$ cat config.mk
export PLATFORM = sky130hd
export DESIGN_NAME = little_man_computer_core
export DESIGN_NICKNAME = d
export VERILOG_FILES = /design/src/design/lmc_pkg.sv /design/src/design/lmc_ram.sv /design/src/design/lmc_exec.sv /design/src/design/little_man_computer_core.sv
export SDC_FILE = /design/constraint.sdc
export NUM_CORES = 2
export LEC_CHECK = 0
export BUFFER_PORTS_ARGS = -buffer_cell sky130_fd_sc_hd__clkbuf_2
export CORE_UTILIZATION = 44
export DETAILED_ROUTE_END_ITERATION = 8
export MAX_ROUTING_LAYER = met4
export RECOVER_POWER = 50
export SLEW_MARGIN = 10
export SYNTH_ARGS = -nofsm -noshare
export SYNTH_HDL_FRONTEND = slang
export SYNTH_SLANG_ARGS = --single-unit
$ cat constraint.sdc
create_clock -name clk_i -period 10.9 [get_ports clk_i]
set_input_delay 0 -clock clk_i [delete_from_list [all_inputs] [get_ports clk_i]]
set_output_delay 0 -clock clk_i [all_outputs]
set_load 0.01 [all_outputs]
$ cat src/design/lmc_pkg.sv
package lmc_pkg;

  // Request kinds
  typedef enum logic [1:0] {
    OP_LOAD    = 2'd0,
    OP_STEP    = 2'd1,
    OP_RESTART = 2'd2,
    OP_NONE    = 2'd3
  } op_e;

  // Result status codes
  typedef enum logic [2:0] {
    ST_RAN     = 3'd0,
    ST_OUTPUT  = 3'd1,
    ST_HALTED  = 3'd2,
    ST_BADOP   = 3'd3,
    ST_RANGE   = 3'd4,
    ST_STOPPED = 3'd5,
    ST_LOADED  = 3'd6
  } status_e;

  // Instruction hundreds digit
  localparam logic [3:0] OPC_HALT = 4'd0;
  localparam logic [3:0] OPC_ADD  = 4'd1;
  localparam logic [3:0] OPC_SUB  = 4'd2;
  localparam logic [3:0] OPC_STO  = 4'd3;
  localparam logic [3:0] OPC_LDA  = 4'd5;
  localparam logic [3:0] OPC_BRA  = 4'd6;
  localparam logic [3:0] OPC_BRZ  = 4'd7;
  localparam logic [3:0] OPC_BRP  = 4'd8;

  localparam logic [9:0] INSTR_IN  = 10'd901;
  localparam logic [9:0] INSTR_OUT = 10'd902;
  localparam logic [9:0] WORD_MAX  = 10'd999;
  localparam logic [9:0] INBOX_MAX = 10'd99;

  typedef struct packed {
    logic [1:0] op;
    logic [6:0] address;
    logic [9:0] word;
    logic [9:0] inbox_value;
  } req_t;

  typedef struct packed {
    logic [2:0] status;
    logic [9:0] value;
    logic [6:0] next_pc;
  } rsp_t;

  // Decoded instruction
  typedef struct packed {
    logic [3:0] code;
    logic [6:0] arg;
    logic       is_in;
    logic       is_out;
  } dec_t;

  // Architectural update produced by one executed instruction
  typedef struct packed {
    logic [9:0] acc;
    logic       wrap;
    logic       stop;
    status_e    status;
    logic [6:0] pc;
  } exe_t;

  // Split a word (0..999) into hundreds digit and remainder.
  // w / 100 == (w * 41) >> 12 for every w below 1000.
  function automatic dec_t decode_word(logic [9:0] w);
    logic [15:0] prod;
    logic [3:0]  q;
    logic [9:0]  rem;
    dec_t        d;
    prod     = 16'(w) * 16'd41;
    q        = prod[15:12];
    rem      = w - 10'(10'(q) * 10'd100);
    d.code   = q;
    d.arg    = rem[6:0];
    d.is_in  = (w == INSTR_IN);
    d.is_out = (w == INSTR_OUT);
    return d;
  endfunction

endpackage

$ cat src/design/lmc_ram.sv
module lmc_ram import lmc_pkg::*; #(
  parameter int WIDTH = 10,
  parameter int DEPTH = 100
) (
  input  logic                     clk_i,
  input  logic                     we_i,
  input  logic [$clog2(DEPTH)-1:0] waddr_i,
  input  logic [WIDTH-1:0]         wdata_i,
  input  logic [$clog2(DEPTH)-1:0] raddr_i,
  output logic [WIDTH-1:0]         rdata_o
);

  logic [WIDTH-1:0] mem_q [DEPTH];
  logic [WIDTH-1:0] rdata_q;

  always_ff @(posedge clk_i) begin
    if (we_i) begin
      mem_q[waddr_i] <= wdata_i;
    end
    rdata_q <= mem_q[raddr_i];
  end

  assign rdata_o = rdata_q;

endmodule

$ cat src/design/lmc_exec.sv
module lmc_exec import lmc_pkg::*; (
  input  dec_t       dec_i,
  input  logic [9:0] operand_i,
  input  logic [9:0] acc_i,
  input  logic       wrap_i,
  input  logic [9:0] inbox_i,
  input  logic [6:0] pc_i,
  output exe_t       exe_o
);

  logic [10:0] sum;

  assign sum = {1'b0, acc_i} + {1'b0, operand_i};

  always_comb begin
    exe_o.acc    = acc_i;
    exe_o.wrap   = wrap_i;
    exe_o.stop   = 1'b0;
    exe_o.status = ST_RAN;
    exe_o.pc     = pc_i;
    if (dec_i.is_in) begin
      if (inbox_i > INBOX_MAX) begin
        exe_o.stop   = 1'b1;
        exe_o.status = ST_RANGE;
      end else begin
        exe_o.acc = inbox_i;
      end
    end else if (dec_i.is_out) begin
      exe_o.status = ST_OUTPUT;
    end else begin
      case (dec_i.code)
        OPC_HALT: begin
          exe_o.stop   = 1'b1;
          exe_o.status = ST_HALTED;
        end
        OPC_ADD: begin
          if (sum > {1'b0, WORD_MAX}) begin
            exe_o.acc  = '0;
            exe_o.wrap = 1'b1;
          end else begin
            exe_o.acc  = sum[9:0];
            exe_o.wrap = 1'b0;
          end
        end
        OPC_SUB: begin
          if (operand_i > acc_i) begin
            exe_o.acc  = '0;
            exe_o.wrap = 1'b1;
          end else begin
            exe_o.acc  = acc_i - operand_i;
            exe_o.wrap = 1'b0;
          end
        end
        OPC_STO: ;  // write already done during decode
        OPC_LDA: exe_o.acc = operand_i;
        OPC_BRA: exe_o.pc = dec_i.arg;
        OPC_BRZ: begin
          if (acc_i == '0 && !wrap_i) exe_o.pc = dec_i.arg;
        end
        OPC_BRP: begin
          if (!wrap_i) exe_o.pc = dec_i.arg;
        end
        default: begin
          exe_o.stop   = 1'b1;
          exe_o.status = ST_BADOP;
        end
      endcase
    end
  end

endmodule

$ cat src/design/little_man_computer_core.sv
// Decimal teaching machine: 100 mailboxes of three-digit words, program
// counter, accumulator and wrap flag.
//
// Request channel: req_i is taken at a rising edge where start_i is high and
// busy_o is low. op selects load mailbox, step one instruction, or restart.
// Result channel: every request yields one result in rsp_o, marked by done_o
// for exactly one cycle. There is no back-pressure on results.
//
// Sequencing:
//   load, restart, unused op, step while stopped : result registered in the
//     following cycle, next request may follow back to back.
//   step : fetch read, then decode + operand read or store write, then
//     execute; busy_o is high in the decode and execute states. The single
//     mailbox RAM port pair and its registered read set this sequence.
//
// Reset (rst_ni low, async): pc, accumulator, wrap flag and stop mark clear,
// and a per-mailbox valid vector clears so every mailbox reads as zero until
// written. No clearing pass is needed; the block is ready right after reset.
module little_man_computer_core import lmc_pkg::*; #(
  parameter int MAILBOXES = 100
) (
  input  logic clk_i,
  input  logic rst_ni,
  input  logic start_i,
  input  req_t req_i,
  output logic busy_o,
  output logic done_o,
  output rsp_t rsp_o
);

  localparam int AW = $clog2(MAILBOXES);

  typedef enum logic [2:0] {
    S_IDLE   = 3'b001,
    S_DECODE = 3'b010,
    S_EXEC   = 3'b100
  } state_e;

  state_e               state_q, state_d;
  logic [6:0]           pc_q, pc_d;
  logic [9:0]           acc_q, acc_d;
  logic                 wrap_q, wrap_d;
  logic                 stop_q, stop_d;
  logic [MAILBOXES-1:0] vld_q, vld_d;
  logic                 rd_vld_q;
  logic [9:0]           inbox_q, inbox_d;
  dec_t                 dec_q, dec_d;
  logic                 done_q, done_d;
  rsp_t                 rsp_q, rsp_d;

  // mailbox RAM port signals
  logic          we;
  logic [AW-1:0] waddr;
  logic [9:0]    wdata;
  logic [AW-1:0] raddr;
  logic [9:0]    rdata;
  logic [9:0]    rword;    // RAM data, zero if never written

  logic [9:0]    load_word;
  logic [6:0]    pc_inc;
  dec_t          dec;
  exe_t          exe;

  lmc_ram #(
    .WIDTH(10),
    .DEPTH(MAILBOXES)
  ) u_mbox (
    .clk_i  (clk_i),
    .we_i   (we),
    .waddr_i(waddr),
    .wdata_i(wdata),
    .raddr_i(raddr),
    .rdata_o(rdata)
  );

  lmc_exec u_exec (
    .dec_i    (dec_q),
    .operand_i(rword),
    .acc_i    (acc_q),
    .wrap_i   (wrap_q),
    .inbox_i  (inbox_q),
    .pc_i     (pc_q),
    .exe_o    (exe)
  );

  assign rword     = rd_vld_q ? rdata : '0;
  assign dec       = decode_word(rword);
  assign load_word = (req_i.word > WORD_MAX) ? WORD_MAX : req_i.word;
  assign pc_inc    = (pc_q == 7'(MAILBOXES - 1)) ? '0 : pc_q + 7'd1;

  // operand from the decoded argument in decode, fetch from pc in all other states
  assign raddr = (state_q == S_DECODE) ? dec.arg[AW-1:0] : pc_q[AW-1:0];

  always_comb begin
    state_d = state_q;
    pc_d    = pc_q;
    acc_d   = acc_q;
    wrap_d  = wrap_q;
    stop_d  = stop_q;
    inbox_d = inbox_q;
    dec_d   = dec_q;
    done_d  = 1'b0;
    rsp_d   = rsp_q;
    we      = 1'b0;
    waddr   = req_i.address[AW-1:0];
    wdata   = load_word;

    case (state_q)
      S_IDLE: begin
        if (start_i) begin
          case (req_i.op)
            OP_LOAD: begin
              we     = (req_i.address < 7'(MAILBOXES));
              done_d = 1'b1;
              rsp_d  = '{status: ST_LOADED, value: acc_q, next_pc: pc_q};
            end
            OP_RESTART: begin
              pc_d   = '0;
              acc_d  = '0;
              wrap_d = 1'b0;
              stop_d = 1'b0;
              done_d = 1'b1;
              rsp_d  = '{status: ST_RAN, value: '0, next_pc: '0};
            end
            OP_STEP: begin
              if (stop_q) begin
                done_d = 1'b1;
                rsp_d  = '{status: ST_STOPPED, value: acc_q, next_pc: pc_q};
              end else begin
                // fetch read of mailbox[pc] issued this cycle
                inbox_d = req_i.inbox_value;
                state_d = S_DECODE;
              end
            end
            default: begin
              done_d = 1'b1;
              rsp_d  = '{status: ST_RAN, value: acc_q, next_pc: pc_q};
            end
          endcase
        end
      end
      S_DECODE: begin
        // instruction word arrives; operand read of mailbox[arg] issued
        dec_d   = dec;
        pc_d    = pc_inc;
        state_d = S_EXEC;
        if (dec.code == OPC_STO) begin
          we    = 1'b1;
          waddr = dec.arg[AW-1:0];
          wdata = acc_q;
        end
      end
      S_EXEC: begin
        acc_d   = exe.acc;
        wrap_d  = exe.wrap;
        stop_d  = stop_q | exe.stop;
        pc_d    = exe.pc;
        done_d  = 1'b1;
        rsp_d   = '{status: exe.status, value: exe.acc, next_pc: exe.pc};
        state_d = S_IDLE;
      end
      default: state_d = S_IDLE;
    endcase
  end

  always_comb begin
    vld_d = vld_q;
    if (we) vld_d[waddr] = 1'b1;
  end

  always_ff @(posedge clk_i or negedge rst_ni) begin
    if (!rst_ni) begin
      state_q  <= S_IDLE;
      pc_q     <= '0;
      acc_q    <= '0;
      wrap_q   <= 1'b0;
      stop_q   <= 1'b0;
      vld_q    <= '0;
      rd_vld_q <= 1'b0;
      done_q   <= 1'b0;
    end else begin
      state_q  <= state_d;
      pc_q     <= pc_d;
      acc_q    <= acc_d;
      wrap_q   <= wrap_d;
      stop_q   <= stop_d;
      vld_q    <= vld_d;
      rd_vld_q <= vld_q[raddr];
      done_q   <= done_d;
    end
  end

  always_ff @(posedge clk_i) begin
    inbox_q <= inbox_d;
    dec_q   <= dec_d;
    rsp_q   <= rsp_d;
  end

  assign busy_o = (state_q != S_IDLE);
  assign done_o = done_q;
  assign rsp_o  = rsp_q;

endmodule
# Word-level counts from Yosys, hierarchy flattened
# Memory sizes are Yosys's and may differ from the RTL's. A register that Yosys moved wholly into a read port is not among the register bits.
# Index checks and enable logic that the tools add are counted.
# Widths: inputs -> output; s select.
# classes
addsub	4
multipliers	2
div_mod_pow	0
magnitude_cmp	8
eq_ne	25
shift	0
n_mux	57
bitwise_logic	3
reduce_logical	15
# ops
cell	n
$or 100x100->100	1
$mux 10	8
$mux 7	10
$pmux 20 s3	1
$pmux 7 s3	2
$mux 20	2
$pmux 20 s2	1
$pmux 10 s3	1
$mux 11	2
$eq 10x10->1 const B	2
$pmux 10 s2	1
$lt 7x8->1 const B	2
$mul 10x6->16 const B	1
$mux 1	13
$eq 4x2->1 const B	3
$eq 4x3->1 const B	3
$mux 12	1
$mux 3	4
$reduce_and 3->1	4
$add 10x10->11	1
$gt 11x10->1 const B	1
$gt 10x10->1	1
$gt 10x10->1 const B	1
$gt 10x7->1 const B	1
36 further kinds	47
# totals
ff_bits	167
latch_bits	0
mem_bits_rw	1000
rom_bits	0
out_inout_bits	22
elab_cells	131
mem_count	1
# mem_list
name	depth	word_bits	rd	rd_ports_with_merged_regs	wr	line_no	source
u_mbox.mem_q	100	10	1	1	1	lmc_ram.sv:13	logic [WIDTH-1:0] mem_q [DEPTH];

# Longest topological paths before layout
# depth
depth_word	11
depth_mapped	27
depth_no_buf	26

# By module
# A second synthesis with hierarchy kept.
# unflattened
hier_cells	2843
hier_area_um2	49855.3
# by_module_without_submodules
module	n_inst	cells_per_inst	area_per_inst_um2	seq_area_each_um2
lmc_ram	1	1728	38834.7	30229.0
little_man_computer_core	1	852	9180.1	4395.5
lmc_exec	1	263	1840.5	0.0

# Worst setup path after synthesis
# OpenSTA, ideal clock, no wires.
# synth_path
path_type	register -> register
startpoint	register rd_vld_q
endpoint	memory u_mbox.mem_q[0][6] (data pin)
setup_ns	0.981
arrival_ns	8.047
setup_slack_ns	1.872
path_stages_with_launch	18
n_path_buf	4
path_cell_list	dfrtp_1 > clkbuf_1 > clkbuf_1 > clkbuf_1 > nand2_1 > inv_1 > ha_1 > ha_1 > ha_1 > ha_1 > and3_1 > o21a_2 > o21a_1 > o21a_1 > or3_1 > a21o_1 > clkbuf_1 > o21ai_0
# synth_between
elab_chain_len	5
# synth_rtl
item	line_no	source
from (decl)	little_man_computer_core.sv:45	logic rd_vld_q;
from (signal assigned)	little_man_computer_core.sv:188	rd_vld_q <= vld_q[raddr];
$mux 10	little_man_computer_core.sv:86	assign rword = rd_vld_q ? rdata : '0;
$mul 10x6->16	lmc_pkg.sv:74	prod = 16'(w) * 16'd41;
$eq 4x2->1	little_man_computer_core.sv:147	if (dec.code == OPC_STO) begin
$mux 10	little_man_computer_core.sv:147	
$mux 10	little_man_computer_core.sv:108	case (state_q)
net u_mbox.wdata_i[6]	lmc_ram.sv:8	input logic [WIDTH-1:0] wdata_i,
to (decl)	lmc_ram.sv:13	
# The timed path passes the listed nets, and every way through them passes these cells.

==> flow_metrics.tcl <==
set metrics [dict create \
    finalInstanceArea_um2 56300 \
    syn_nets 4332 \
    cp_top_family "buffers and inverters" \
    die-area_um2 117000 \
    drcViolationCount 0 \
    p_leak_nw 20.2 \
    swShare 0.256 \
    netlist_top_cells_count "nand2_1 (1173), edfxtp_1 (1043), nand3_1 (341), clkbuf_1 (178)" \
    setup_viol 0 \
    numCtsBuffers 118 \
    postCtsSetupRepairBufs 0 \
    slowest_delay_ns 1.98 \
    grt_max_degree 159 \
    vias 34400 \
    maxCapViolCount 16 \
    hp-class "input port to register" \
    relSlewSlack -1.71 \
    fin_crit_sh 0.844 \
    critPathLaunchType "register" \
    ioPinCount 54 \
    syn-cell-area_um2 50700 \
    power_frac_seq 0.498 \
    wirelength_um 149000 \
    dp_hpwl_um 90200 \
    clock_skew_ns 0.0405 \
    yosys.area.top_type "edfxtp_1" \
    synth_seq_cells 1177 \
    post-route-min-period_ns 9.20 \
    vdd_drop_max_mv 0.135 \
    crit_slowest_cell "clkbuf_1" \
    end_kind "register" \
    fmax_ghz 0.109 \
    yosysWarnings 0 \
    hold_violations 0 \
    routed_via_density 5.89 \
    synth-main-ff-cell "edfxtp_1" \
    crit_fanout 52 \
    netlist.area_leader.share 0.617 \
    diodes 0 \
    postRouteAntennaNets 0 \
    fin_nets 4309 \
    path_cells "clkbuf_1 -> nand2_1 -> clkinv_1 -> ha_1 -> inv_1 -> fa_1 -> inv_1 -> ha_1 -> ha_1 -> nand2_1 -> nor4_4 -> o31ai_1 -> nand2b_1 -> a21oi_1 -> xnor2_1 -> ha_1 -> nand3_1 -> a21oi_1 -> buf_4 -> nor3_1 -> nor2_4 -> buf_4 -> clkbuf_1" \
    avgRoutedWirePerCell_um 25.4 \
    path_clk_slew_ns 0.06 \
    die_x_um 342 \
    yosysMostFrequentCell "nand2_1" \
    ys_seq_area_frac 0.682 \
    cts_sinks 1177 \
    path_common_cell "ha_1" \
    root_buffer "clkbuf_16" \
    syn_to_final_growth_pct 10.9 \
    drt_iter0_drc 3891 \
    combinationalPowerShare 0.109 \
    grt_usage 0.260 \
    cts_resized 0 \
    insertion_delay_ns 0.74 \
    clock_path_buffers 3 \
    rows 124 \
    path_buf_inv 7 \
    grt_pass1_vias 32600 \
    power.switching_mw 2.58 \
    setup_tns_ns 0 \
    synthTopCellsByArea "edfxtp_1 (62%), nand2_1 (8.7%), dfrtp_1 (6.1%)" \
    power_frac_clock 0.393 \
    p_int_mw 7.48 \
    dr.pass1.iters 6 \
    drv_slew 765 \
    port_buffers 53 \
    drive_gt1_frac 0.0668 \
    core_area_um2 114000 \
    grt_pass1_wl_um 219000 \
    cp.required_ns 11.03 \
    status "finished, violations left" \
    die_h_um 342 \
    synthCells 4245 \
    cts_tree "yes" \
    pwr_density_cell_nw_per_um2 179 \
    dpl_cell_area_um2 52400 \
    holdBufCountCts 30 \
    synth-edff-count 1043 \
    gp_congestion 0.915 \
    netlist-cell-type-count 92 \
    arrival_ns 9.33 \
    rsz0062_at_grt "no" \
    path_class "register to register" \
    worstMarginPinSlew_ns 4.07 \
    synth.avg_cell_area_um2 12.0 \
    initial_core_util 0.444 \
    overflow 0 \
    antenna_found_initial 0 \
    violations "max-capacitance violations, max-slew violations" \
    synthArstFlopShare 0.105 \
    htree_levels 3 \
]
==> layout make-up <==
class | instances | area, um2
tap | 1512 | 1890
inverter | 43 | 161
clock buffer | 157 | 3160
multi-input combinational | 2744 | 14900
sequential | 1177 | 34600
clock inverter | 65 | 548
timing repair buffer | 138 | 970
fill | 10100 | 58100
==> per-stage QoR <==
| step | setup WS, ns | std cells | utilization | hold WS (ns) | power, mW |
|---|---|---|---|---|---|
| after global routing | 1.06 | 5836 | 0.492 | 0.132 | 10.3 |
| after detailed placement | 2.72 | 5584 | 0.458 | 0.0642 | 6.18 |
| after global placement | 2.77 | 5584 | 0.458 | 0.0644 | 6.17 |
| after floorplan | 1.87 | 4245 | - | -0.296 | 5.78 |
| after CTS | 2.66 | 5836 | 0.494 | 0.0249 | 10.1 |
| final | 1.70 | 5836 | 0.492 | 0.0899 | 10.1 |
==> metal layers <==
layer	track usage	vias up	routed length, um
li1	-	15400	-
met1	0.361	17100	63900
met2	0.389	1496	67900
met3	0.0421	288	11600
met4	0.0877	0	5020
met5	-	-	0
==> worst reg2reg max path: stages (launching register included) <==
cell and delay, ns:
dfrtp_1 0.32, clkbuf_1 0.94, nand2_1 0.45, clkinv_1 0.41, ha_1 0.22, inv_1 0.06
fa_1 0.50, inv_1 0.05, ha_1 0.29, ha_1 0.28, nand2_1 0.08, nor4_4 0.39
o31ai_1 0.10, nand2b_1 0.08, a21oi_1 0.07, xnor2_1 0.38, ha_1 0.23, nand3_1 0.09
a21oi_1 0.32, buf_4 0.38, nor3_1 0.16, nor2_4 0.09, buf_4 0.55, clkbuf_1 2.04
==> final timing paths <==
kind | depth (start not counted) | slack [ns] | endpoint | startpoint
max | 23 | 1.70 | u_mbox.mem_q[97][2] | rd_vld_q
min | 4 | 0.09 | u_mbox.mem_q[23][4] | req_i[14]
max reg2reg | 23 | 1.70 | u_mbox.mem_q[97][2] | rd_vld_q
min reg2reg | 1 | 0.47 | vld_q[2] | vld_q[2]
max in group asynchronous | 4 | 6.15 | vld_q[94] | rst_ni
min in group asynchronous | 3 | 0.83 | state_q[0] | rst_ni
==> power by group through the flow <==
| stage | logic, mW | registers (mW) | clock network, mW |
|---|---|---|---|
| final | 1.10 | 5.01 | 3.96 |
| after global routing | 1.19 | 5.01 | 4.15 |
| after CTS | 1.10 | 5.00 | 3.99 |
| after detailed placement | 1.08 | 5.09 | 0 |
| after global placement | 1.08 | 5.09 | 0 |
| after floorplan | 0.706 | 5.08 | 0 |
==> registers in the layout, summed over array words and instances, names as in the netlist, 7 cells and up <==
signal / count
acc_q: 10
rsp_o: 20
vld_q: 100
dec_q: 13
pc_q: 7
u_mbox.mem_q: 1000
inbox_q: 10
u_mbox.rdata_o: 10
==> layout by cell type, fill, tap and decap left out, types with 20 or more instances in the layout <==
master         netlist  routed
clkbuf_16            0     119
clkinv_1             1      32
dlygate4sd3_1        0      29
a211oi_1            31      32
nand3_1            341     341
o221ai_1            25      25
ha_1                50      50
o21ai_0             67      65
a31oi_1            137     137
nand2_1           1173    1173
mux2i_1             70      69
edfxtp_1          1043    1043
nor2_1             158     156
and3_1             158     158
nand4_1             25      25
clkbuf_1           178      69
a21oi_1             83      80
dfrtp_1            123     123
inv_1               40      40
nor3_1              26      26
o21bai_1            96      96
buf_4                6      35
a311oi_1            38      38
a21o_1              22      20
clkbuf_2             0      33
==> kinds of logic after synthesis <==
logic type               after synthesis  synth area share
AND/OR/NAND/NOR                     1967             0.169
flip-flops                          1177             0.682
AO/OA/AOI/OAI                        616            0.0849
XOR/XNOR                              20           0.00387
buffers and inverters                324            0.0261
adder cells (fa/ha/maj)               55            0.0143
multiplexers                          86            0.0195
(Power assumes the default switching activity.)
